File: src/rtl/sgb_pkg.sv
// Shared types, constants and arithmetic helpers of the separable Gaussian blur.
`timescale 1ns / 1ps
`default_nettype none
package sgb_pkg;

  localparam int unsigned MaxWidth = 2048;
  localparam int unsigned AddrW    = $clog2(MaxWidth);

  localparam logic [11:0] ResetFrameWidth   = 12'd640;
  localparam logic [15:0] ResetFrameHeight  = 16'd480;
  localparam logic [15:0] ResetWeightCenter = 16'd40632;
  localparam logic [15:0] ResetWeightNear   = 16'd11796;
  localparam logic [15:0] ResetWeightFar    = 16'd655;

  typedef enum logic [2:0] {
    CFG_FRAME_WIDTH   = 3'd0,
    CFG_FRAME_HEIGHT  = 3'd1,
    CFG_WEIGHT_CENTER = 3'd2,
    CFG_WEIGHT_NEAR   = 3'd3,
    CFG_WEIGHT_FAR    = 3'd4
  } cfg_idx_e;

  typedef logic [23:0] pix_t;

  typedef struct packed {
    logic [11:0] frame_width;
    logic [15:0] frame_height;
    logic [15:0] weight_center;
    logic [15:0] weight_near;
    logic [15:0] weight_far;
  } cfg_t;

  // One column operation of the vertical pass.
  typedef struct packed {
    logic             valid;
    logic             emit;
    logic             last;
    logic             drain;
    logic [AddrW-1:0] col;
    logic [15:0]      out_y;
    logic [1:0]       wslot;
    logic [4:0][1:0]  slot;
    pix_t [4:0]       tap;
  } op_t;

  function automatic logic [7:0] blur_ch(input logic [15:0] wc, input logic [15:0] wn,
                                         input logic [15:0] wf, input logic [7:0] a,
                                         input logic [7:0] b, input logic [7:0] c,
                                         input logic [7:0] d, input logic [7:0] e);
    logic [8:0]  sa;
    logic [8:0]  sb;
    logic [24:0] m0;
    logic [24:0] m1;
    logic [24:0] m2;
    logic [26:0] s;
    sa = {1'b0, a} + {1'b0, e};
    sb = {1'b0, b} + {1'b0, d};
    m0 = 25'(wf) * 25'(sa);
    m1 = 25'(wn) * 25'(sb);
    m2 = 25'(wc) * 25'(c);
    s  = 27'(m0) + 27'(m1) + 27'(m2);
    return (s[26:24] != 3'd0) ? 8'hFF : s[23:16];
  endfunction

  function automatic pix_t blur_pix(input cfg_t cfg, input pix_t a, input pix_t b,
                                    input pix_t c, input pix_t d, input pix_t e);
    pix_t r;
    r = '0;
    for (int ch = 0; ch < 3; ch++) begin
      r[ch*8 +: 8] = blur_ch(cfg.weight_center, cfg.weight_near, cfg.weight_far,
                             a[ch*8 +: 8], b[ch*8 +: 8], c[ch*8 +: 8],
                             d[ch*8 +: 8], e[ch*8 +: 8]);
    end
    return r;
  endfunction

endpackage
`default_nettype wire

File: src/rtl/sgb_hpass.sv
// Horizontal pass: blurs the five row taps of each frame column operation.
`timescale 1ns / 1ps
`default_nettype none
module sgb_hpass (
  input  wire logic          clk_i,
  input  wire logic          rst_ni,
  input  wire logic          en_i,
  input  wire sgb_pkg::cfg_t cfg_i,
  input  wire sgb_pkg::op_t  op_i,
  output sgb_pkg::op_t       op_o
);

  sgb_pkg::op_t op_q, op_d;

  always_comb begin
    op_d = op_i;
    // The horizontal result takes the place of the newest vertical tap.
    op_d.tap[4] = sgb_pkg::blur_pix(cfg_i, op_i.tap[0], op_i.tap[1], op_i.tap[2],
                                    op_i.tap[3], op_i.tap[4]);
  end

  always_ff @(posedge clk_i or negedge rst_ni) begin
    if (!rst_ni) begin
      op_q <= '0;
    end else if (en_i) begin
      op_q <= op_d;
    end
  end

  assign op_o = op_q;

endmodule
`default_nettype wire

File: config.mk
export PLATFORM = sky130hd
export DESIGN_NAME = sgb_hpass
export DESIGN_NICKNAME = d
export VERILOG_FILES = /design/src/rtl/sgb_pkg.sv /design/src/rtl/sgb_hpass.sv
export SDC_FILE = /design/constraint.sdc
export NUM_CORES = 2
export LEC_CHECK = 0
export ABC_CLOCK_PERIOD_IN_PS = 800
export BUFFER_PORTS_ARGS = -buffer_cell sky130_fd_sc_hd__buf_2
export CORE_MARGIN = 2
export CORE_UTILIZATION = 55
export DETAILED_ROUTE_END_ITERATION = 10
export MAX_ROUTING_LAYER = met4
export PLACE_DENSITY = 0.84
export SLEW_MARGIN = 20
export SYNTH_ARGS = -nofsm -noshare
export SYNTH_HDL_FRONTEND = slang
export SYNTH_SLANG_ARGS = --single-unit
File: constraint.sdc
create_clock -name clk_i -period 0.8 [get_ports clk_i]
set_input_delay 0.04 -clock clk_i [delete_from_list [all_inputs] [get_ports clk_i]]
set_output_delay 0.04 -clock clk_i [all_outputs]
set_load 0.005 [all_outputs]
# After elaboration in Yosys (flattened, before gate mapping)
# Cells that the tools add are included.
op_classes:
  n_reduce_logical: 3
  addsub: 12
  n_mux: 3
  mul: 9
op_table:
  columns: ["op", "count"]
  rows:
  - ["multiplier 16 x 9 -> 25 bit", 6]
  - ["adder 26 x 24 -> 27 bit", 3]
  - ["adder 25 x 25 -> 26 bit", 3]
  - ["multiplier 16 x 8 -> 24 bit", 3]
  - ["adder 8 x 8 -> 9 bit", 6]
  - ["2-to-1 mux 8 bit", 3]
  - ["nonzero test 3 bit", 3]
word_totals:
  register_bits: 163
  inputBits: 242
  elab_cells: 44

# Depth between registers and ports, before layout
depth:
  depth_word: 6
  depth_mapped: 34

# Least setup slack after synthesis
# OpenSTA, ideal clock, no wires.
synth_path:
  kind: "input port to flip-flop"
  from: "input port op_i[0] (netlist bit)"
  to: "register op_q (netlist bit op_o[100])"
  setup_time_ns: 0.121
  arrival_ns: 7.571
  stages: 31
  setup_slack_ns: -6.893
  t_required_ns: 0.679
  n_path_buf: 1
  path_cell_list: "ha_1 > fa_1 > a21oi_1 > nor2_1 > nor2_1 > o21bai_1 > a21oi_1 > xnor2_1 > clkbuf_1 > nand2_1 > fa_1 > inv_1 > fa_1 > fa_1 > inv_1 > fa_1 > inv_1 > fa_1 > fa_1 > inv_1 > fa_1 > inv_1 > ha_1 > a2111oi_0 > o21ai_0 > a41oi_1 > nand2_1 > a41oi_1 > mux2i_1 > o2111ai_2 > o22a_1"
synth_between:
  elab_chain_cells: 6
synth_rtl:
  columns: ["element", "line_no", "rtl"]
  rows:
  - ["start, declared", "sgb_hpass.sv:9", "input wire sgb_pkg::op_t op_i,"]
  - ["adder 8 x 8 -> 9 bit (*)", "sgb_pkg.sv:56", "sa = {1'b0, a} + {1'b0, e};"]
  - ["multiplier 16 x 9 -> 25 bit (*)", "sgb_pkg.sv:58", "m0 = 25'(wf) * 25'(sa);"]
  - ["adder 25 x 25 -> 26 bit (*)", "sgb_pkg.sv:61", "s = 27'(m0) + 27'(m1) + 27'(m2);"]
  - ["adder 26 x 24 -> 27 bit (*)", "sgb_pkg.sv:61", null]
  - ["nonzero test 3 bit", "sgb_pkg.sv:62", "return (s[26:24] != 3'd0) ? 8'hFF : s[23:16];"]
  - ["2-to-1 mux 8 bit (*)", "sgb_pkg.sv:62", null]
  - ["end signal, assigned", "sgb_hpass.sv:26", "op_q <= op_d;"]
  - ["end, declared", "sgb_hpass.sv:13", "sgb_pkg::op_t op_q, op_d;"]
# Every way passes the cells marked *; elsewhere a longest branch is shown, timed or not.
# A chain may end at the register's enable or synchronous reset.

# Final worst setup path
layout_path:
  from: "input port op_i[25] (netlist bit)"
  to: "register op_q (netlist bit op_o[103])"
layout_between:
  elab_chain_cells: 6
layout_rtl:
  columns: ["element", "line_no", "rtl"]
  rows:
  - ["adder 8 x 8 -> 9 bit (*)", "sgb_pkg.sv:57", "sb = {1'b0, b} + {1'b0, d};"]
  - ["multiplier 16 x 9 -> 25 bit (*)", "sgb_pkg.sv:59", "m1 = 25'(wn) * 25'(sb);"]
  - ["adder 25 x 25 -> 26 bit (*)", "sgb_pkg.sv:61", null]
  - ["adder 26 x 24 -> 27 bit (*)", "sgb_pkg.sv:61", null]
  - ["nonzero test 3 bit", "sgb_pkg.sv:62", null]
  - ["2-to-1 mux 8 bit (*)", "sgb_pkg.sv:62", null]
# Marked as above.

==> metrics <==
outcome=complete, but fails checks; failing checks=hold timing, setup timing; Clock Root Buffer=clkbuf_16; max incr delay on CP=0.60 ns; crit path time final=7.602 ns; register area share after synthesis=0.08693; critical path type=primary input to flop; initial detailed-routing violation count=3843; r2r startpoint=op_o[55]$_DFFE_PN0P_; overall die width=296.1 µm; CP endpoint kind=flop; synth top area cells=fa_1 47%, inv_1 10%, ha_1 9.9%; Slew Limit Fails=0; most used flip-flop cell after synthesis=dfrtp_1; Residual DRC=0; max_slew headroom=0.5046; Worst Skew=0 ns; crit path max fanout=8; input/output buffers=376; Post-Syn Nets=6636; Mapped Area=46920 µm²; share of layout cells above drive strength 1=0.2467; Distinct cells, synth=66; Nets=7602; router iterations before antenna repair=8; Yosys top cell by area=fa_1; slowest CP cell=fa_1; worst path required time=1.21 ns; YS warnings=0; slew at the pin with the worst max-slew slack=0.7378 ns; top-count cell post-synth=inv_1; MaxCap Viol Count=0; dpl hpwl=112.7 mm; WHS=-0.0002889 ns; RSZ-0062 raised after global routing=yes; total CTS buffers=17; # setup viols final=226; Placement Rows=107; post-route cell area=59320 µm²; Setup TNS=-210.23 ns; DIE AREA=87660 µm²; Final ANT Viol Nets=0; Via Count=39770; final hold violations=1; GR Util met1=0.4038; GP Congestion=0.9522; R2R cell count=1; gr ovfl total=0; internal reg-to-reg setup slack=-0.22 ns; Post-synth EDFFs=0; number of flip-flops under the largest register name=163; M3 GR Usage=0.08356; final wirelength=157.2 mm; type of element launching the critical path=primary input; largest net degree at the start of global routing=33; vias in the first global route=43850; Initial Util=0.5528; Async S/R FF share, synth=1.000; Core Area=84880 µm²; layer with the highest usage=met2; Clock Path Buffers=2; HP Class=primary input to async pin; DR WL/cell=22.29 µm; mean post-synth cell area=9.547 µm²; fill cell count=5604; CTS tree=done; Worst-path clk slew=0.09 ns; post-synth top area share=0.4723; GRT Overall Usage=0.3583; Yosys reg bits=163; clock sinks=163; Setup crit start=op_i[25]; CTS H-Tree Depth=4; Worst Setup EP=op_o[103]$_DFFE_PN0P_; Critical Path AT=8.01 ns; met2 Use GR=0.5710; clk_lat worst skew=0.54 ns; vias per inst=5.640; Syn Inst Count=4915; synth cell count leaders=1279 x inv_1, 1107 x fa_1, 673 x nand2_1, 551 x and2_1, 372 x ha_1; I/O Pins=405; wire length of the first global-routing pass=231.4 mm; final worst slack=-6.802 ns; Reg-to-Reg End=op_o[55]$_DFFE_PN0P_; Syn-to-layout area delta=26.43%; height of the chip=296.1 µm; Placed Area=55220 µm²; Fmax=131.6 MHz; Tcrit/Tclk final=9.502; initial antenna violation count=15
## layout make-up
| cell class | instances | area (µm²) | area share |
|---|---|---|---|
| Tap cell | 1144 | 1431 | 0.02413 |
| Multi-Input combinational cell | 3271 | 38620 | 0.6511 |
| Sequential cell | 163 | 4079 | 0.06876 |
| Clock buffer | 18 | 429.2 | 0.007234 |
| Timing Repair Buffer | 1149 | 9711 | 0.1637 |
| Clock inverter | 14 | 212.7 | 0.003586 |
| Inverter | 1279 | 4801 | 0.08093 |
| Antenna cell | 14 | 35.03 | 0.0005906 |
## worst min path at each step
stage / end / cells after the start
finish: op_o[27]$_DFFE_PN0P_ / 2
global route: op_o[75]$_DFFE_PN0P_ / 2
CTS: op_o[32]$_DFFE_PN0P_ / 2
detailed placement: op_o[56]$_DFFE_PN0P_ / 1
global placement: op_o[56]$_DFFE_PN0P_ / 1
floorplan: op_o[0]$_DFFE_PN0P_ / 0
## metrics by stage
| step | cells | hold WS (ns) | setup slack [ns] | util |
|---|---|---|---|---|
| finish | 7052 | -0.0002889 | -6.802 | 0.6989 |
| CTS | 7011 | -0.01388 | -6.286 | 0.6885 |
| global route | 7048 | 0.008109 | -7.096 | 0.6988 |
| global placement | 6787 | -0.02540 | -7.005 | 0.6506 |
| detailed placement | 6787 | -0.02607 | -7.119 | 0.6506 |
| floorplan | 4915 | -0.2556 | -6.368 | - |
## cell families after synthesis
family,share of synthesized area
xor+xnor,0.01136
simple gates,0.1453
mux,0.03357
flops,0.08693
compound gates,0.03259
fa+ha+maj,0.5715
buf+inv,0.1187
## critical path, delay by kind of cell
| family | cells | cell delay (ns) |
|---|---|---|
| AND/OR/NAND/NOR | 2 | 0.27 |
| buffers and inverters | 8 | 0.71 |
| multiplexers | 1 | 0.30 |
| adder cells (fa/ha/maj) | 9 | 4.20 |
| AO/OA/AOI/OAI | 12 | 2.44 |
## routing by layer
metal | wire length, µm | vias up
li1 | - | 16160
met2 | 73570 | 2794
met4 | 14070 | 0
met3 | 17840 | 1025
met1 | 51670 | 19790
met5 | 0 | -
## what timing repair did
item,4_1_cts,5_1_grt
hold buffers,117,0
resized for setup,179,170
hold endpoints to repair,280,0
gates cloned,5,1
pin swaps,116,98
setup endpoints to repair,189,227
setup buffers,70,40
## placed cells by master, fill, tap and decap left out, types with 14 or more instances in the layout
master / synthesis / final
buf_12: 0 / 97
nor3_1: 16 / 14
a21o_1: 29 / 25
buf_4: 0 / 499
mux2_2: 139 / 111
buf_2: 0 / 346
a21oi_2: 1 / 35
buf_6: 1 / 79
inv_1: 1279 / 1241
ha_4: 0 / 31
clkbuf_16: 0 / 17
nand2_2: 0 / 18
inv_2: 0 / 38
nand2_1: 673 / 648
dfrtp_1: 163 / 163
nand2b_1: 45 / 45
dlygate4sd3_1: 0 / 116
xnor2_1: 39 / 30
xor2_1: 20 / 17
nor2_1: 31 / 27
a21oi_1: 63 / 27
o22a_1: 22 / 22
ha_1: 372 / 340
fa_2: 0 / 35
o21bai_1: 18 / 15
o21ai_0: 30 / 17
and2_4: 0 / 15
mux2_4: 0 / 28
diode_2: 0 / 14
and2_1: 551 / 536
fa_1: 1107 / 1072
Power is not shown: default switching activity piles up to over one toggle a cycle in this logic, so the estimate is an artifact.
