`config.mk`:
```
export PLATFORM = sky130hd
export DESIGN_NAME = sgb_vpass_flat
export DESIGN_NICKNAME = d
export VERILOG_FILES = /design/src/rtl/sgb_pkg.sv /design/src/rtl/sgb_ifs.sv /design/src/rtl/sgb_vpass.sv /design/src/flat_wrapper.sv
export SDC_FILE = /design/constraint.sdc
export NUM_CORES = 2
export LEC_CHECK = 0
export BUFFER_PORTS_ARGS = -buffer_cell sky130_fd_sc_hd__buf_2
export CAP_MARGIN = 30
export CELL_PAD_IN_SITES_DETAIL_PLACEMENT = 0
export CELL_PAD_IN_SITES_GLOBAL_PLACEMENT = 1
export CORE_MARGIN = 2
export CORE_UTILIZATION = 35
export DETAILED_ROUTE_END_ITERATION = 10
export PLACE_DENSITY = 0.74
export RECOVER_POWER = 25
export SETUP_SLACK_MARGIN = 0.3
export SLEW_MARGIN = 40
export SYNTH_ARGS = -nofsm -noshare
export SYNTH_HDL_FRONTEND = slang
export SYNTH_SLANG_ARGS = --single-unit
```
`constraint.sdc`:
```
create_clock -name clk_i -period 3.45 [get_ports clk_i]
set_input_delay 0 -clock clk_i [delete_from_list [all_inputs] [get_ports clk_i]]
set_output_delay 0 -clock clk_i [all_outputs]
set_load 0.02 [all_outputs]
```
`src/rtl/sgb_pkg.sv`:
```
// Shared types, constants and arithmetic helpers of the separable Gaussian blur.
`timescale 1ns / 1ps
`default_nettype none
package sgb_pkg;

  localparam int unsigned MaxWidth = 2048;
  localparam int unsigned AddrW    = $clog2(MaxWidth);

  localparam logic [11:0] ResetFrameWidth   = 12'd640;
  localparam logic [15:0] ResetFrameHeight  = 16'd480;
  localparam logic [15:0] ResetWeightCenter = 16'd40632;
  localparam logic [15:0] ResetWeightNear   = 16'd11796;
  localparam logic [15:0] ResetWeightFar    = 16'd655;

  typedef enum logic [2:0] {
    CFG_FRAME_WIDTH   = 3'd0,
    CFG_FRAME_HEIGHT  = 3'd1,
    CFG_WEIGHT_CENTER = 3'd2,
    CFG_WEIGHT_NEAR   = 3'd3,
    CFG_WEIGHT_FAR    = 3'd4
  } cfg_idx_e;

  typedef logic [23:0] pix_t;

  typedef struct packed {
    logic [11:0] frame_width;
    logic [15:0] frame_height;
    logic [15:0] weight_center;
    logic [15:0] weight_near;
    logic [15:0] weight_far;
  } cfg_t;

  // One column operation of the vertical pass.
  typedef struct packed {
    logic             valid;
    logic             emit;
    logic             last;
    logic             drain;
    logic [AddrW-1:0] col;
    logic [15:0]      out_y;
    logic [1:0]       wslot;
    logic [4:0][1:0]  slot;
    pix_t [4:0]       tap;
  } op_t;

  function automatic logic [7:0] blur_ch(input logic [15:0] wc, input logic [15:0] wn,
                                         input logic [15:0] wf, input logic [7:0] a,
                                         input logic [7:0] b, input logic [7:0] c,
                                         input logic [7:0] d, input logic [7:0] e);
    logic [8:0]  sa;
    logic [8:0]  sb;
    logic [24:0] m0;
    logic [24:0] m1;
    logic [24:0] m2;
    logic [26:0] s;
    sa = {1'b0, a} + {1'b0, e};
    sb = {1'b0, b} + {1'b0, d};
    m0 = 25'(wf) * 25'(sa);
    m1 = 25'(wn) * 25'(sb);
    m2 = 25'(wc) * 25'(c);
    s  = 27'(m0) + 27'(m1) + 27'(m2);
    return (s[26:24] != 3'd0) ? 8'hFF : s[23:16];
  endfunction

  function automatic pix_t blur_pix(input cfg_t cfg, input pix_t a, input pix_t b,
                                    input pix_t c, input pix_t d, input pix_t e);
    pix_t r;
    r = '0;
    for (int ch = 0; ch < 3; ch++) begin
      r[ch*8 +: 8] = blur_ch(cfg.weight_center, cfg.weight_near, cfg.weight_far,
                             a[ch*8 +: 8], b[ch*8 +: 8], c[ch*8 +: 8],
                             d[ch*8 +: 8], e[ch*8 +: 8]);
    end
    return r;
  endfunction

endpackage
`default_nettype wire

```
`src/rtl/sgb_ifs.sv`:
```
// Stream and configuration channel interfaces of the blur block.
`timescale 1ns / 1ps
`default_nettype none


interface sgb_out_if;
  logic        valid;
  logic        ready;
  logic [7:0]  blue_out;
  logic [7:0]  green_out;
  logic [7:0]  red_out;
  logic [10:0] out_x;
  logic [15:0] out_y;
  logic        last;
  modport source(output valid, blue_out, green_out, red_out, out_x, out_y, last,
                 input ready);
  modport sink(input valid, blue_out, green_out, red_out, out_x, out_y, last,
               output ready);
endinterface

`default_nettype wire

```
`src/rtl/sgb_vpass.sv`:
```
// Vertical pass: row store write-back, column blur and the output register.
`timescale 1ns / 1ps
`default_nettype none
module sgb_vpass (
  input  wire logic                          clk_i,
  input  wire logic                          rst_ni,
  input  wire sgb_pkg::cfg_t                 cfg_i,
  input  wire sgb_pkg::op_t                  op_i,
  input  wire sgb_pkg::pix_t [3:0]           rdata_i,
  output logic                               en_o,
  output logic                               we_o,
  output logic [sgb_pkg::AddrW-1:0]          waddr_o,
  output sgb_pkg::pix_t [3:0]                wdata_o,
  sgb_out_if.source                          pix_o
);

  logic                        valid_q;
  sgb_pkg::pix_t               pix_q, pix_d;
  logic [sgb_pkg::AddrW-1:0]   x_q;
  logic [15:0]                 y_q;
  logic                        last_q;
  sgb_pkg::pix_t [4:0]         vt;

  assign en_o = !valid_q || pix_o.ready;

  always_comb begin
    for (int k = 0; k < 4; k++) begin
      vt[k] = rdata_i[op_i.slot[k]];
    end
    vt[4] = op_i.drain ? rdata_i[op_i.slot[4]] : op_i.tap[4];
    pix_d = sgb_pkg::blur_pix(cfg_i, vt[0], vt[1], vt[2], vt[3], vt[4]);
  end

  always_comb begin
    we_o    = en_o && op_i.valid && !op_i.drain;
    waddr_o = op_i.col;
    wdata_o = rdata_i;
    wdata_o[op_i.wslot] = op_i.tap[4];
  end

  always_ff @(posedge clk_i or negedge rst_ni) begin
    if (!rst_ni) begin
      valid_q <= 1'b0;
    end else if (en_o) begin
      valid_q <= op_i.valid && op_i.emit;
    end
  end

  always_ff @(posedge clk_i) begin
    if (en_o) begin
      pix_q  <= pix_d;
      x_q    <= op_i.col;
      y_q    <= op_i.out_y;
      last_q <= op_i.last;
    end
  end

  assign pix_o.valid     = valid_q;
  assign pix_o.blue_out  = pix_q[7:0];
  assign pix_o.green_out = pix_q[15:8];
  assign pix_o.red_out   = pix_q[23:16];
  assign pix_o.out_x     = 11'(x_q);
  assign pix_o.out_y     = y_q;
  assign pix_o.last      = last_q;

endmodule
`default_nettype wire

```
`src/flat_wrapper.sv`:
```
// flat-port wrapper written by rule: the top's interface ports become plain ports
module sgb_vpass_flat 
  (clk_i, rst_ni, cfg_i, op_i, rdata_i, en_o, we_o, waddr_o, wdata_o, pix_o_valid, pix_o_blue_out, pix_o_green_out, pix_o_red_out, pix_o_out_x, pix_o_out_y, pix_o_last, pix_o_ready);
  sgb_out_if pix_o_i ();
  input  wire logic clk_i;
  input  wire logic rst_ni;
  input  wire sgb_pkg::cfg_t cfg_i;
  input  wire sgb_pkg::op_t op_i;
  input  wire sgb_pkg::pix_t [3:0] rdata_i;
  output logic en_o;
  output logic we_o;
  output logic [sgb_pkg::AddrW-1:0] waddr_o;
  output sgb_pkg::pix_t [3:0] wdata_o;
  output wire logic [$bits(pix_o_i.valid)-1:0] pix_o_valid;
  output wire logic [$bits(pix_o_i.blue_out)-1:0] pix_o_blue_out;
  output wire logic [$bits(pix_o_i.green_out)-1:0] pix_o_green_out;
  output wire logic [$bits(pix_o_i.red_out)-1:0] pix_o_red_out;
  output wire logic [$bits(pix_o_i.out_x)-1:0] pix_o_out_x;
  output wire logic [$bits(pix_o_i.out_y)-1:0] pix_o_out_y;
  output wire logic [$bits(pix_o_i.last)-1:0] pix_o_last;
  input wire logic [$bits(pix_o_i.ready)-1:0] pix_o_ready;
  assign pix_o_valid = pix_o_i.valid;
  assign pix_o_blue_out = pix_o_i.blue_out;
  assign pix_o_green_out = pix_o_i.green_out;
  assign pix_o_red_out = pix_o_i.red_out;
  assign pix_o_out_x = pix_o_i.out_x;
  assign pix_o_out_y = pix_o_i.out_y;
  assign pix_o_last = pix_o_i.last;
  assign pix_o_i.ready = pix_o_ready;
  sgb_vpass u_core (.clk_i(clk_i), .rst_ni(rst_ni), .cfg_i(cfg_i), .op_i(op_i), .rdata_i(rdata_i), .en_o(en_o), .we_o(we_o), .waddr_o(waddr_o), .wdata_o(wdata_o), .pix_o(pix_o_i));
endmodule
```
* Word-level counts from Yosys, hierarchy flattened
Index checks and enable logic that the tools add are counted.
** Cells by class
- Add/sub/neg operators :: 12
- Multiply operators :: 9
- Magnitude comparators :: 7
- Mux-type cells :: 14
- Reductions and logical operators :: 10
** Operators by type and width (count)
- binary-select mux 24 bit (select 2 bit) :: 5
- two-way mux 24 bit :: 7
- multiplier 16 x 9 -> 25 bit :: 6
- bitwise mux 96 bit :: 1
- adder 27 x 24 -> 27 bit :: 3
- adder 25 x 25 -> 26 bit :: 3
- multiplier 16 x 8 -> 24 bit :: 3
- adder 8 x 8 -> 9 bit :: 6
- demux 24 bit (select 2 bit) :: 1
- less-than comparator 2 x 3 -> 1 bit, second input constant :: 6
- nonzero test 3 bit :: 3
- logical AND 1 bit :: 4
- >= comparator 2 x 1 -> 1 bit, second input constant :: 1
- zero test 1 bit :: 2
- logical OR 1 bit :: 1
** Storage, ports and cells
- Register bits :: 53
- Input port bits :: 338
- Output and inout port bits :: 162
- Word-level logic and storage cells :: 59

* Logic depth before layout (Yosys ltp)
- Depth in word-level cells :: 8
- Depth in mapped cells :: 47
- Depth with buffers taken out :: 44

* Worst setup path before layout
No wires, ideal clock.
- Kind :: input to register
- From :: input port op_i[128] (netlist bit)
- To :: register u_core.pix_q[7], data pin
- Setup time :: 0.272 ns
- Arrival :: 11.630 ns
- Data required time :: 3.178 ns
- Path slack :: -8.452 ns
- Stages :: 45
- Path buffers :: 3
- Cells stage by stage :: clkbuf_1 -> buf_1 -> mux4_2 -> mux2_2 -> ha_1 -> inv_1 -> fa_1 -> nor2b_1 -> o21ai_0 -> a21boi_0 -> o21ai_0 -> nand2b_1 -> xor2_1 -> clkbuf_1 -> nand2_1 -> fa_1 -> fa_1 -> inv_1 -> [9 not listed] -> a41o_1 -> o21ai_0 -> nand2b_1 -> xnor2_1 -> fa_1 -> fa_1 -> fa_1 -> fa_1 -> inv_1 -> ha_1 -> nand3_1 -> o221ai_1 -> a31o_2 -> o31ai_4 -> o221ai_2 -> and2_4 -> o21a_1 -> or4_1
** Between the ends
- Word-level cells in the longest chain between the ends :: 8
** RTL lines
- start, declared :: line flat_wrapper.sv:8 : input wire sgb_pkg::op_t op_i;
- binary-select mux 24 bit (select 2 bit) (*) :: line sgb_vpass.sv:30 : vt[4] = op_i.drain ? rdata_i[op_i.slot[4]] : op_i.tap[4];
- two-way mux 24 bit (not written as such) (*) :: line sgb_vpass.sv:30
- two-way mux 24 bit (*) :: line sgb_vpass.sv:30
- adder 8 x 8 -> 9 bit (*) :: line sgb_pkg.sv:56 : sa = {1'b0, a} + {1'b0, e};
- multiplier 16 x 9 -> 25 bit (*) :: line sgb_pkg.sv:58 : m0 = 25'(wf) * 25'(sa);
- adder 25 x 25 -> 26 bit (*) :: line sgb_pkg.sv:61 : s = 27'(m0) + 27'(m1) + 27'(m2);
- adder 27 x 24 -> 27 bit (*) :: line sgb_pkg.sv:61
- nonzero test 3 bit :: line sgb_pkg.sv:62 : return (s[26:24] != 3'd0) ? 8'hFF : s[23:16];
- end signal, assigned :: line sgb_vpass.sv:51 : pix_q <= pix_d;
- end, declared :: line sgb_vpass.sv:18 : sgb_pkg::pix_t pix_q, pix_d;
Mark *: on every way between the ends. The rest lies on a longest branch, timed or not. The select of a mux whose other input is x is not followed.
A chain may end at the register's enable or synchronous reset.

* Worst setup path after layout
- From :: input port op_i[128] (netlist bit)
- To :: register u_core.pix_q[23], data pin
Same word-level chain as after synthesis.

==> out/qor.csv <==
stage,metric,value,unit
outcome,outcome,finished with violations,
outcome,failing checks,negative setup slack,
die,core area,135500,um2
finish,Final Instance Area,60300,um2
routing,drt total wl,148.9,mm
setup_path,Reg2Reg Capture Point,u_core.pix_q[19],
sta,Least-Margin Pin Slew,614.8,ps
logic_synthesis,Mapped Nets,6942,
die,Cell Rows,135,
sta,post-layout min period,10800,ps
grt,pin count of the biggest net entering global routing,38,
logic_synthesis,mapped cell area,47730,um2
routing,Residual DRC,0,
sta,final setup violation count,24,
setup_path,"Arr. time, crit path",10900,ps
cts,Sink Count,53,
setup_path,critical path type,primary input to register,
cts,htree depth,2,
setup_path,crit path max fanout,6,
logic_synthesis,syn avg cell area,9.286,um2
place,DP Area,58540,um2
setup_path,Critical Path RT,3560,ps
sta,Fin Hold WS,26.20,ps
worst_hold_path,Hold Path Cell Cnt,3,
sta,RSZ-0062 raised after global routing,true,
routing,1st-iter DRT viols,2267,
cts,Root Buffer,clkbuf_16,
finish,synth-to-layout area growth,26.34,%
place,routability congestion estimate,0.9292,
cts,clock slew at the register clock pins of the worst setup and hold paths,120,ps
worst_hold_path,Hold Path Origin,op_i[161],
logic_synthesis,dominant synthesized flop cell,edfxtp_1,
setup_path,Startpoint Class,primary input,
finish,fin util,0.4451,
place,DP HPWL,132.3,mm
worst_hold_path,worst hold path type,primary input to register,
setup_path,Setup crit end kind,register,
logic_synthesis,Synth Register Bits,53,
logic_synthesis,Mapped Cells,5140,
cts,Clock Path Buffers,2,
logic_synthesis,async set-or-reset flop fraction in the synthesized netlist,0.01887,
setup_path,Worst R2R Start,u_core.pix_o.valid,
setup_path,"most used cell, CP",fa_1,
setup_path,CP max stage cell,fa_1,
grt,Total GRT Usage,0.2196,
routing,Pre-antenna DRT Iters,5,
routing,total number of vias,38830,
grt,vias in the first global route,41380,
grt,antenna violations before repair,26,
sta,setup ws final,-7347,ps
sta,Slew Limit Fails,0,
sta,final hold violation count,0,
cts,Num CTS Buffers,5,
sta,FMAX,92.62,MHz
grt,grt total ovfl,0,
cts,CTS tree,built,
setup_path,FF-to-FF setup slack,1970,ps
routing,routed length per placed instance,18.58,um
sta,worst clock skew,31.13,ps
die,die span in x,373.3,um
die,Starting Density,0.3523,
sta,Rel. slew slack,0.5893,
place,# port buffers,375,
die,boundary pin count,500,
logic_synthesis,Yosys cell types,68,
finish,"commonest non-fill, non-tap cell in the layout",inv_1,
finish,share of layout cells above drive strength 1,0.2789,
flow_run,MaxCap Viol Count,0,
worst_hold_path,Hold EP,u_core.pix_o.valid,
logic_synthesis,"Seq/Total Area, Yosys",0.03324,
die,die area,139300,um2
finish,Post-Layout Cell Count,8015,
setup_path,worst r2r path cells,2,
sta,fin crit share,3.130,
logic_synthesis,Ys Warns,0,
routing,Post-DRT Antenna Nets,0,
grt,first-pass GRT wire length,238.8,mm
place,Inst Count DP,7923,
logic_synthesis,number of enable flip-flop cells after synthesis,52,
routing,vias per cell,4.844,
cts,Clock Latency Late Sink,380,ps
setup_path,maximum cell stage delay along the critical path,540,ps
finish,layout net count,8022,
finish,most frequent cells in the layout,"inv_1 (1225), fa_1 (1025), buf_4 (841), nand2_1 (697), and2_1 (488)",
die,Die Ht,373.3,um
-- stage by stage --
stage          TNS (ps)  setup WS, ps
2_1_floorplan   -166760         -7076
3_3_place_gp    -184890         -7771
3_5_place_dp    -188820         -7991
4_1_cts         -170400         -7360
5_1_grt         -181900         -7690
6_report        -173310         -7347
-- worst max-delay path: cells and delay by family --
family	cells	cell delay, ps
adder cells (fa/ha/maj)	14	5540
AO/OA/AOI/OAI	12	2440
buffers and inverters	12	1020
AND/OR/NAND/NOR	7	910
XOR/XNOR	1	230
multiplexers	2	760
-- area by class of cell --
type | count | area [um2]
fill | 13160 | 75170
multi-input combinational | 3600 | 41880
timing repair buffer | 1314 | 9723
inverter | 1246 | 4677
tap | 1781 | 2228
sequential | 53 | 1587
clock buffer | 5 | 125.1
clock inverter | 3 | 43.79
antenna | 13 | 32.53
-- state kept, by name, summed over array words and instances (netlist names) --
| signal | flops |
|---|---|
| u_core.pix_o.valid | 1 |
| u_core.pix_q | 24 |
| u_core.pix_o.last | 1 |
| u_core.pix_o.out_y | 16 |
| u_core.pix_o.out_x | 11 |
-- cells by family after synthesis --
logic type	count (synthesis)	share of synthesized area
AO/OA/AOI/OAI	299	0.04142
XOR/XNOR	108	0.01982
adder cells (fa/ha/maj)	1464	0.5471
buffers and inverters	1487	0.1180
flip-flops	53	0.03324
multiplexers	240	0.08486
AND/OR/NAND/NOR	1489	0.1556
-- how the worst max path moves through the flow --
stage,end,slack (ps),startpoint,depth (start not counted)
2_1_floorplan,u_core.pix_q[7],-7080,op_i[128],46
3_3_place_gp,u_core.pix_q[22],-7770,op_i[128],46
3_5_place_dp,u_core.pix_q[21],-7990,op_i[128],46
4_1_cts,u_core.pix_q[23],-7360,op_i[128],47
5_1_grt,u_core.pix_q[7],-7690,op_i[128],46
6_report,u_core.pix_q[23],-7350,op_i[128],48
-- cell usage after synthesis (24+ instances only) --
cell | instances | share of area
a21o_1 | 41 | 0.0064
a21oi_1 | 81 | 0.0085
and2_1 | 501 | 0.066
buf_1 | 24 | 0.0019
clkbuf_1 | 205 | 0.016
edfxtp_1 | 52 | 0.033
fa_1 | 1038 | 0.44
ha_1 | 426 | 0.11
inv_1 | 1246 | 0.098
mux2_2 | 117 | 0.028
mux4_2 | 120 | 0.057
nand2_1 | 708 | 0.056
nand2b_1 | 104 | 0.014
nor2_1 | 51 | 0.0040
nor2b_1 | 33 | 0.0043
o21ai_0 | 62 | 0.0065
xnor2_1 | 66 | 0.012
xor2_1 | 42 | 0.0077
-- routing by layer --
layer  vias up  track usage  share of wire
li1      17640            -              -
met1     19730       0.2930           0.42
met2      1207       0.3682           0.47
met3       223      0.02835          0.061
met4        28      0.07371          0.039
met5         -            0         0.0012
-- repair_timing --
action | in CTS | in global routing
hold endpoints to repair | 29 | 0
pin swaps | 82 | 98
cloned | 0 | 0
buffers inserted | 24 | 17
setup endpoints to repair | 24 | 24
gates resized for setup | 128 | 82
hold buffers | 30 | 0
Power is left out: the tool's default activity adds up to more than one toggle a clock period on the data nets, which glitch-free logic cannot reach.
