### src/rtl/sgb_pkg.sv
// Shared types, constants and arithmetic helpers of the separable Gaussian blur.
`timescale 1ns / 1ps
`default_nettype none
package sgb_pkg;

  localparam int unsigned MaxWidth = 2048;
  localparam int unsigned AddrW    = $clog2(MaxWidth);

  localparam logic [11:0] ResetFrameWidth   = 12'd640;
  localparam logic [15:0] ResetFrameHeight  = 16'd480;
  localparam logic [15:0] ResetWeightCenter = 16'd40632;
  localparam logic [15:0] ResetWeightNear   = 16'd11796;
  localparam logic [15:0] ResetWeightFar    = 16'd655;

  typedef enum logic [2:0] {
    CFG_FRAME_WIDTH   = 3'd0,
    CFG_FRAME_HEIGHT  = 3'd1,
    CFG_WEIGHT_CENTER = 3'd2,
    CFG_WEIGHT_NEAR   = 3'd3,
    CFG_WEIGHT_FAR    = 3'd4
  } cfg_idx_e;

  typedef logic [23:0] pix_t;

  typedef struct packed {
    logic [11:0] frame_width;
    logic [15:0] frame_height;
    logic [15:0] weight_center;
    logic [15:0] weight_near;
    logic [15:0] weight_far;
  } cfg_t;

  // One column operation of the vertical pass.
  typedef struct packed {
    logic             valid;
    logic             emit;
    logic             last;
    logic             drain;
    logic [AddrW-1:0] col;
    logic [15:0]      out_y;
    logic [1:0]       wslot;
    logic [4:0][1:0]  slot;
    pix_t [4:0]       tap;
  } op_t;

  function automatic logic [7:0] blur_ch(input logic [15:0] wc, input logic [15:0] wn,
                                         input logic [15:0] wf, input logic [7:0] a,
                                         input logic [7:0] b, input logic [7:0] c,
                                         input logic [7:0] d, input logic [7:0] e);
    logic [8:0]  sa;
    logic [8:0]  sb;
    logic [24:0] m0;
    logic [24:0] m1;
    logic [24:0] m2;
    logic [26:0] s;
    sa = {1'b0, a} + {1'b0, e};
    sb = {1'b0, b} + {1'b0, d};
    m0 = 25'(wf) * 25'(sa);
    m1 = 25'(wn) * 25'(sb);
    m2 = 25'(wc) * 25'(c);
    s  = 27'(m0) + 27'(m1) + 27'(m2);
    return (s[26:24] != 3'd0) ? 8'hFF : s[23:16];
  endfunction

  function automatic pix_t blur_pix(input cfg_t cfg, input pix_t a, input pix_t b,
                                    input pix_t c, input pix_t d, input pix_t e);
    pix_t r;
    r = '0;
    for (int ch = 0; ch < 3; ch++) begin
      r[ch*8 +: 8] = blur_ch(cfg.weight_center, cfg.weight_near, cfg.weight_far,
                             a[ch*8 +: 8], b[ch*8 +: 8], c[ch*8 +: 8],
                             d[ch*8 +: 8], e[ch*8 +: 8]);
    end
    return r;
  endfunction

endpackage
`default_nettype wire

### src/rtl/sgb_ifs.sv
// Stream and configuration channel interfaces of the blur block.
`timescale 1ns / 1ps
`default_nettype none
interface sgb_in_if;
  logic       valid;
  logic       ready;
  logic       req_type;
  logic [7:0] blue;
  logic [7:0] green;
  logic [7:0] red;
  modport source(output valid, req_type, blue, green, red, input ready);
  modport sink(input valid, req_type, blue, green, red, output ready);
endinterface

`default_nettype wire

### src/rtl/sgb_front.sv
// Input stage: frame counters, pixel window and column operation sequencer.
`timescale 1ns / 1ps
`default_nettype none
module sgb_front (
  input  wire logic          clk_i,
  input  wire logic          rst_ni,
  input  wire logic          en_i,
  input  wire sgb_pkg::cfg_t cfg_i,
  sgb_in_if.sink             pix_i,
  output sgb_pkg::op_t       op_o
);

  localparam int unsigned AW = sgb_pkg::AddrW;

  logic [AW-1:0]         cc_q, cc_d;
  logic [16:0]           rc_q, rc_d;
  sgb_pkg::pix_t [3:0]   win_q, win_d;
  logic [1:0]            pend_q, pend_d;
  logic [16:0]           pend_y_q, pend_y_d;
  logic [AW-1:0]         pend_x_q, pend_x_d;
  logic                  pend_drain_q, pend_drain_d;
  sgb_pkg::op_t          op_q, op_d;

  logic [11:0]           wid;
  logic [11:0]           wm1_w;
  logic [AW-1:0]         wm1;
  logic [15:0]           hgt;
  logic [16:0]           hgt2;
  logic                  wrap;
  logic [16:0]           y_eff;
  logic [AW-1:0]         cc_eff;
  logic [AW-1:0]         x;
  logic                  is_last;
  logic                  in_frame;
  logic                  acc;
  logic                  take;
  sgb_pkg::pix_t         p;
  sgb_pkg::pix_t [3:0]   w_eff;
  logic [16:0]           cur_y;
  logic [16:0]           y_next;
  logic [17:0]           t;
  logic [17:0]           hgt3;

  always_comb begin
    if (cfg_i.frame_width < 12'd3) begin
      wid = 12'd3;
    end else if (32'(cfg_i.frame_width) > sgb_pkg::MaxWidth) begin
      wid = 12'(sgb_pkg::MaxWidth);
    end else begin
      wid = cfg_i.frame_width;
    end
    hgt    = (cfg_i.frame_height < 16'd3) ? 16'd3 : cfg_i.frame_height;
    wm1_w  = wid - 12'd1;
    wm1    = wm1_w[AW-1:0];
    hgt2   = {1'b0, hgt} + 17'd2;
    hgt3   = {2'b0, hgt} + 18'd3;
    // A row count beyond the drain rows restarts the frame.
    wrap   = (rc_q >= hgt2);
    y_eff  = wrap ? '0 : rc_q;
    cc_eff = wrap ? '0 : cc_q;
    x      = (cc_eff >= wm1) ? wm1 : cc_eff;
    is_last  = (x == wm1);
    in_frame = (y_eff < {1'b0, hgt});
    y_next   = y_eff + 17'd1;
  end

  assign pix_i.ready = en_i && (pend_q == 2'd0);
  assign acc  = pix_i.valid && pix_i.ready;
  assign take = acc && (in_frame ? !pix_i.req_type : pix_i.req_type);
  assign p    = {pix_i.red, pix_i.green, pix_i.blue};
  assign w_eff = (x == '0) ? {4{p}} : win_q;
  assign cur_y = (pend_q != 2'd0) ? pend_y_q : y_eff;

  // Counters, window and pending column operations.
  always_comb begin
    cc_d         = cc_q;
    rc_d         = rc_q;
    win_d        = win_q;
    pend_d       = pend_q;
    pend_y_d     = pend_y_q;
    pend_x_d     = pend_x_q;
    pend_drain_d = pend_drain_q;
    if (en_i && (pend_q != 2'd0)) begin
      pend_d = pend_q - 2'd1;
    end
    if (acc) begin
      if (take) begin
        if (in_frame) begin
          win_d = {w_eff[2], w_eff[1], w_eff[0], p};
        end
        if (is_last) begin
          cc_d         = '0;
          rc_d         = (y_next >= hgt2) ? '0 : y_next;
          pend_d       = 2'd2;
          pend_y_d     = y_eff;
          pend_x_d     = x;
          pend_drain_d = !in_frame;
        end else begin
          cc_d = x + AW'(1);
        end
      end else if (wrap) begin
        cc_d = '0;
        rc_d = '0;
      end
    end
  end

  always_comb begin
    op_d       = '0;
    op_d.emit  = (cur_y >= 17'd2);
    op_d.out_y = 16'(cur_y - 17'd2);
    op_d.wslot = cur_y[1:0];
    for (int k = 0; k < 5; k++) begin
      t = 18'(cur_y) + 18'(k);
      if (t < 18'd4) begin
        op_d.slot[k] = 2'd0;
      end else if (t > hgt3) begin
        op_d.slot[k] = hgt[1:0] - 2'd1;
      end else begin
        op_d.slot[k] = t[1:0];
      end
    end
    if (pend_q != 2'd0) begin
      op_d.valid = 1'b1;
      op_d.drain = pend_drain_q;
      op_d.last  = (pend_q == 2'd1);
      if (pend_q == 2'd2) begin
        op_d.col = pend_x_q - AW'(1);
        op_d.tap = {win_q[0], win_q[0], win_q[1], win_q[2], win_q[3]};
      end else begin
        op_d.col = pend_x_q;
        op_d.tap = {win_q[0], win_q[0], win_q[0], win_q[1], win_q[2]};
      end
    end else begin
      op_d.valid = take && (x >= AW'(2));
      op_d.drain = !in_frame;
      op_d.last  = !is_last;
      op_d.col   = x - AW'(2);
      op_d.tap   = {p, w_eff[0], w_eff[1], w_eff[2], w_eff[3]};
    end
  end

  always_ff @(posedge clk_i or negedge rst_ni) begin
    if (!rst_ni) begin
      cc_q         <= '0;
      rc_q         <= '0;
      win_q        <= '0;
      pend_q       <= '0;
      pend_y_q     <= '0;
      pend_x_q     <= '0;
      pend_drain_q <= 1'b0;
      op_q         <= '0;
    end else if (en_i) begin
      cc_q         <= cc_d;
      rc_q         <= rc_d;
      win_q        <= win_d;
      pend_q       <= pend_d;
      pend_y_q     <= pend_y_d;
      pend_x_q     <= pend_x_d;
      pend_drain_q <= pend_drain_d;
      op_q         <= op_d;
    end
  end

  assign op_o = op_q;

endmodule
`default_nettype wire

### src/flat_wrapper.sv
// flat-port wrapper written by rule: the top's interface ports become plain ports
module sgb_front_flat 
  (clk_i, rst_ni, en_i, cfg_i, op_o, pix_i_valid, pix_i_req_type, pix_i_blue, pix_i_green, pix_i_red, pix_i_ready);
  sgb_in_if pix_i_i ();
  input  wire logic clk_i;
  input  wire logic rst_ni;
  input  wire logic en_i;
  input  wire sgb_pkg::cfg_t cfg_i;
  output sgb_pkg::op_t op_o;
  input wire logic [$bits(pix_i_i.valid)-1:0] pix_i_valid;
  input wire logic [$bits(pix_i_i.req_type)-1:0] pix_i_req_type;
  input wire logic [$bits(pix_i_i.blue)-1:0] pix_i_blue;
  input wire logic [$bits(pix_i_i.green)-1:0] pix_i_green;
  input wire logic [$bits(pix_i_i.red)-1:0] pix_i_red;
  output wire logic [$bits(pix_i_i.ready)-1:0] pix_i_ready;
  assign pix_i_i.valid = pix_i_valid;
  assign pix_i_i.req_type = pix_i_req_type;
  assign pix_i_i.blue = pix_i_blue;
  assign pix_i_i.green = pix_i_green;
  assign pix_i_i.red = pix_i_red;
  assign pix_i_ready = pix_i_i.ready;
  sgb_front u_core (.clk_i(clk_i), .rst_ni(rst_ni), .en_i(en_i), .cfg_i(cfg_i), .pix_i(pix_i_i), .op_o(op_o));
endmodule
### config.mk
export PLATFORM = sky130hd
export DESIGN_NAME = sgb_front_flat
export DESIGN_NICKNAME = d
export VERILOG_FILES = /design/src/rtl/sgb_pkg.sv /design/src/rtl/sgb_ifs.sv /design/src/rtl/sgb_front.sv /design/src/flat_wrapper.sv
export SDC_FILE = /design/constraint.sdc
export NUM_CORES = 1
export LEC_CHECK = 0
export ABC_AREA = 1
export BUFFER_PORTS_ARGS = -buffer_cell sky130_fd_sc_hd__buf_2
export CAP_MARGIN = 0
export CORE_MARGIN = 1
export CORE_UTILIZATION = 60
export DETAILED_ROUTE_END_ITERATION = 8
export PLACE_DENSITY = 0.82
export SYNTH_ARGS = -nofsm -noshare
export SYNTH_HDL_FRONTEND = slang
export SYNTH_SLANG_ARGS = --single-unit
export TNS_END_PERCENT = 10
### constraint.sdc
create_clock -name clk_i -period 8 [get_ports clk_i]
set_input_delay 1.6 -clock clk_i [delete_from_list [all_inputs] [get_ports clk_i]]
set_output_delay 1.6 -clock clk_i [all_outputs]
set_load 0.05 [all_outputs]
==> Word level (Yosys, flattened, before mapping) <==
Cells that the tools add are included.
{ "op_classes": {"addsub": 14, "n_lt_le_gt_ge": 19, "eq_ne": 4, "muxes": 33, "reduce_logical": 15} }
{ "ops": {"columns": ["op", "count"], "rows": [
  ["$mux W120", 1],
  ["$mux W96", 1],
  ["$mux W17", 5],
  ["$mux W11", 7],
  ["$gt A18 B18 Y1", 4],
  ["$lt A18 B3 Y1 const B", 4],
  ["$mux W72", 1],
  ["$add A17 B2 Y18 const B", 2],
  ["$add A16 B2 Y17 const B", 2],
  ["$ge A17 B17 Y1", 2],
  ["$mux W2", 14],
  ["$sub A11 B1 Y11 const B", 2],
  ["$add A17 B1 Y18 const B", 1],
  ["$add A17 B3 Y18 const B", 1],
  ["$add A17 B1 Y17 const B", 1],
  ["$ge A17 B2 Y1 const B", 1],
  ["$gt A17 B17 Y1", 1],
  ["$lt A17 B16 Y1", 1],
  ["$lt A17 B3 Y1 const B", 1],
  ["$lt A16 B2 Y1 const B", 1],
  ["$mux W16", 1],
  ["$sub A16 B2 Y16 const B", 1],
  ["$mux W13", 1],
  ["$gt A12 B12 Y1 const B", 1],
  ["other kinds (19)", 28]
]} }
{ "word_totals": {"regBits": 318, "out_inout_bits": 164} }

==> Longest topological paths before layout <==
{ "depth": {"ltp_word": 11, "ltp_mapped": 48, "ltp_nobuf": 47} }

==> Worst setup path before layout <==
OpenSTA, ideal clock, no wires.
{ "synth_timing": {"kind": "input port to flip-flop", "startpoint": "input port cfg_i[52] in the netlist's numbering", "endpoint": "register u_core.op_q (netlist bit u_core.op_o[126])", "arrival_ns": 7.373, "setup_slack_ns": 0.509, "stages": 46, "path_buffers": 1, "path_cell_list": "inv_1 > nand4_1 > a2111oi_0 > nand3_1 > nand2_1 > ha_1 > nand3_2 > nor2_2 > nand2_1 > nor3_1 > xor2_1 > ha_1 > nand2_1 > nor2_1 > nand4_1 > nor2_1 > nand3_2 > nor2_4 > [10 not listed] > nor2_2 > inv_1 > o21ai_1 > xor2_1 > inv_1 > ha_1 > a21oi_1 > o21ai_0 > o21bai_1 > nand3_1 > a221oi_1 > o21bai_1 > o41ai_1 > nand2_1 > nand2_1 > o21ai_0 > nand3_1 > nand2_1"} }
{ "synth_between": {"elab_chain_cells": 10, "word_cells_on_any_way": 13, "cone_classes": "add/sub: 4; order compare: 4; mux: 5"} }
{ "synth_rtl": {"columns": ["item", "line_no", "rtl"], "rows": [
  ["start: declaration", "flat_wrapper.sv:8", "input wire sgb_pkg::cfg_t cfg_i;"],
  ["$lt A16 B2 Y1", "sgb_front.sv:52", "hgt = (cfg_i.frame_height < 16'd3) ? 16'd3 : cfg_i.frame_height;"],
  ["$mux W16 (*)", "sgb_front.sv:52", null],
  ["$add A16 B2 Y17 (*)", "sgb_front.sv:55", "hgt2 = {1'b0, hgt} + 17'd2;"],
  ["$ge A17 B17 Y1 (*)", "sgb_front.sv:58", "wrap = (rc_q >= hgt2);"],
  ["$mux W17 (*)", "sgb_front.sv:59", "y_eff = wrap ? '0 : rc_q;"],
  ["net u_core.y_eff[2]", "sgb_front.sv:30", "logic [16:0] y_eff;"],
  ["$mux W17 (*)", "sgb_front.sv:72", "assign cur_y = (pend_q != 2'd0) ? pend_y_q : y_eff;"],
  ["$add A17 B2 Y18 (*)", "sgb_front.sv:114", "t = 18'(cur_y) + 18'(k);"],
  ["$gt A18 B18 Y1", "sgb_front.sv:117", "end else if (t > hgt3) begin"],
  ["$mux W2", "sgb_front.sv:117", null],
  ["$mux W2 (*)", "sgb_front.sv:115", "if (t < 18'd4) begin"],
  ["end signal: assignment", "sgb_front.sv:161", "op_q <= op_d;"],
  ["end: declaration", "sgb_front.sv:22", "sgb_pkg::op_t op_q, op_d;"]
]} }
The timed path passes the listed nets; every way through them passes the cells marked *.
A chain may end at the register's enable or synchronous reset.

==> Worst setup path in the final report <==
{ "layout_timing": {"startpoint": "input port cfg_i[54] in the netlist's numbering", "endpoint": "register u_core.op_q (netlist bit u_core.op_o[128])"} }
{ "layout_between": {"elab_chain_cells": 10, "word_cells_on_any_way": 13, "cone_classes": "add/sub: 4; order compare: 4; mux: 5"} }
{ "layout_rtl": {"columns": ["item", "line_no"], "rows": [
  ["$lt A16 B2 Y1", "sgb_front.sv:52"],
  ["$mux W16 (*)", "sgb_front.sv:52"],
  ["$add A16 B2 Y17 (*)", "sgb_front.sv:55"],
  ["$ge A17 B17 Y1 (*)", "sgb_front.sv:58"],
  ["$mux W17 (*)", "sgb_front.sv:59"],
  ["net u_core.y_eff[3]", "sgb_front.sv:30"],
  ["$mux W17 (*)", "sgb_front.sv:72"],
  ["$add A17 B3 Y18 (*)", "sgb_front.sv:114"],
  ["$gt A18 B18 Y1", "sgb_front.sv:117"],
  ["$mux W2", "sgb_front.sv:117"],
  ["$mux W2 (*)", "sgb_front.sv:115"]
]} }
Marked as above.

==> results.toml <==
[sta]
fin_crit_sh = 0.933
fin_skew_ps = 27.2
drv_slew = 0
setup-tns-final_ps = 0
finalSetupViolCount = 0
setup_ws_ps = 537
post-route-min-period_ps = 7460
worst_slew_pin_slew_ps = 1130
fmax_mhz = 134
hold_violations = 0
holdWs_ps = 473
slew_headroom = 0.245

[synthesis]
avgSynthCellArea_um2 = 6.83
yosys-top-cells-count = "1,283 x nand2_1, 353 x inv_1, 317 x dfrtp_1, 242 x o21ai_0, 213 x nor2_1"
synth.most_common_cell = "nand2_1"
yosys-top-cells-area = "dfrtp_1 35%, nand2_1 21%, ha_1 8.8%, inv_1 5.8%, o21ai_0 5.3%"
synthArstFlopShare = 1.00
synth_nets = 3603
synth_top_area_frac = 0.348
synth_area_um2 = 22800
synth_edf_count = 0
synth.largest_area_cell = "dfrtp_1"
netlist_instances = 3337
synth_ff_type = "dfrtp_1"
ys_warn_count = 0
ys_ff_latch = 317
synth.distinct_cells = 55
ys_seq_area_frac = 0.348

[flow_run]
maxCapViolations = 0

[worst_setup_path]
reg2reg_depth = 32
critPathRequiredTime_ps = 8460
cp-startpoint = "cfg_i[54]"
slowest_stage = "nor2_1"
r2r_setup_slack_ps = 2900
r2r-start = "u_core.rc_q[4]$_DFFE_PN0P_"
criticalPathCategory = "input port to flop"
startpoint_type = "input port"
worstReg2RegEnd = "u_core.op_o[128]$_DFFE_PN0P_"
cpMostUsedCell = "nand2_1"
arrival_ps = 7920
slowest_delay_ps = 370
end_kind = "flop"
crit_path_max_fanout = 6
critPathCapture = "u_core.op_o[128]$_DFFE_PN0P_"
crit_buf_inv = 9
worst-path-stages = 39
critPathTopFamily = "simple AND/OR/NAND/NOR gates"

[cts]
clk_path_buf_depth = 3
worstSkewPairLatency_ps = 540
cts.sinks = 317
cts_buffers = 34
cts_tree = "yes"
h-tree-depth = 2
clk_pin_slew_worst_paths_ps = 60
cts-root-buf = "clkbuf_16"

[pwr]
p_per_area_nw_per_um2 = 420
ir_drop_uv = 432
p_leak_uw = 0.0149
power.switching_uw = 5910
power_uw = 11300
power.share.sequential = 0.245
power_frac_comb = 0.605
netSwitchingFraction = 0.523
clockPowerShare = 0.150
p_int_uw = 5390

[floorplanning]
chipHeight_um = 197
core_um2 = 37500
dieArea_um2 = 38800
start_util = 0.608
core.rowCount = 71
ios = 269
die_w_um = 197

[drt]
dr.first_iter.drc_count = 2057
drtPass1Iterations = 6
wirelength_um = 75200
drt.antenna.violating_nets = 0
wl_per_cell_um = 17.9
drc = 0
via_per_inst = 5.69
vias = 24000

[global_routing]
grtUsageMet1 = 0.514
grt_max_degree = 183
met2_usage = 0.634
top_usage_layer = "met2"
track_usage = 0.389
antenna_found_initial = 3
first_global_vias = 22900
overflow = 0
grt_pass1_wl_um = 119000
use_met3 = 0.0618

[finish]
syn_to_final_growth_pct = 17.9
fin_area_um2 = 26900
diodes = 0
drive_gt1_frac = 0.161
n_fill_cell = 3033
nNetsFinal = 3939

[placed_design]
pre_cts_ws_ps = 44.5
gp_congestion = 0.996
hpwlAfterDp_um = 54800
port_buffers = 220
postPlaceCellArea_um2 = 25600

[hold_path]
hold_class = "flop to flop"

[outcome]
status = "finished, final reports clean"
==> cell type report <==
class / count / area [um^2] / share of cell area
multi-input combinational: 2516 / 12900 / 0.481
sequential: 317 / 7930 / 0.295
timing repair buffer: 430 / 2780 / 0.103
inverter: 374 / 1410 / 0.0524
clock buffer: 47 / 970 / 0.0361
tap: 511 / 639 / 0.0238
clock inverter: 15 / 224 / 0.00833
==> how the worst min path moves through the flow <==
stage,end,start,cells after the start
global placement,u_core.pend_y_q[16]$_DFFE_PN0P_,u_core.pend_y_q[16]$_DFFE_PN0P_,2
floorplan,u_core.pend_y_q[16]$_DFFE_PN0P_,u_core.pend_y_q[16]$_DFFE_PN0P_,2
CTS,u_core.op_o[124]$_DFFE_PN0P_,u_core.op_o[124]$_DFFE_PN0P_,2
finish,u_core.op_o[124]$_DFFE_PN0P_,u_core.op_o[124]$_DFFE_PN0P_,2
detailed placement,u_core.op_o[124]$_DFFE_PN0P_,u_core.op_o[124]$_DFFE_PN0P_,2
global route,u_core.op_o[139]$_DFFE_PN0P_,u_core.op_o[139]$_DFFE_PN0P_,2
==> power by group through the flow <==
stage	logic, uW	registers (uW)	clock network, uW
floorplan	3330	3920	0
global placement	6500	2730	0
detailed placement	6670	2760	0
CTS	6730	2750	1710
global route	7480	2830	1770
finish	6840	2770	1690
==> metrics by stage <==
| stage | instances | util |
|---|---|---|
| 3_3_place_gp | 4146 | 0.683 |
| 3_5_place_dp | 4146 | 0.683 |
| 5_1_grt | 4210 | 0.717 |
| 6_report | 4210 | 0.717 |
| 2_1_floorplan | 3337 | - |
| 4_1_cts | 4208 | 0.715 |
==> registers in the layout, summed over array words and instances, names as in the netlist <==
register,cells
u_core.op_o,162
u_core.win_q,96
u_core.pend_y_q,17
u_core.rc_q,17
u_core.cc_q,11
u_core.pend_x_q,11
u_core.pend_q,2
u_core.pend_drain_q,1
==> routing by layer <==
| layer | vias to the layer above | share of wire |
|---|---|---|
| met3 | 220 | 0.081 |
| met1 | 11300 | 0.41 |
| li1 | 11300 | - |
| met4 | 6 | 0.045 |
| met2 | 1139 | 0.46 |
| met5 | - | 0.00053 |
==> repair_timing <==
item	in CTS	in global routing
buffers inserted	0	2
endpoints found under the setup margin	0	218
hold endpoints to repair	0	0
gates resized for setup	0	15
hold buffers	0	0
==> layout by cell type, fill, tap and decap left out, drive strengths merged, types with 97 or more instances in the layout <==
| cell | n |
|---|---|
| buf | 430 |
| nand3 | 137 |
| nor2 | 238 |
| inv | 374 |
| xor2 | 97 |
| a21oi | 109 |
| o21ai | 283 |
| dfrtp | 317 |
| ha | 161 |
| nand2 | 1294 |
==> tightest hold or removal path: stages (launching register included) <==
cell and delay [ps]:
dfrtp_1 330, nand2_1 50, nand2_1 50
==> logic make-up (layout without fill, tap and decap cells) <==
family,count (synthesis),count (layout),share of synthesized area
compound gates,469,469,0.114
flops,317,317,0.348
xor+xnor,109,109,0.0419
buf+inv,504,866,0.0879
simple gates,1777,1777,0.320
fa+ha+maj,161,161,0.0884
(Power assumes the default switching activity.)
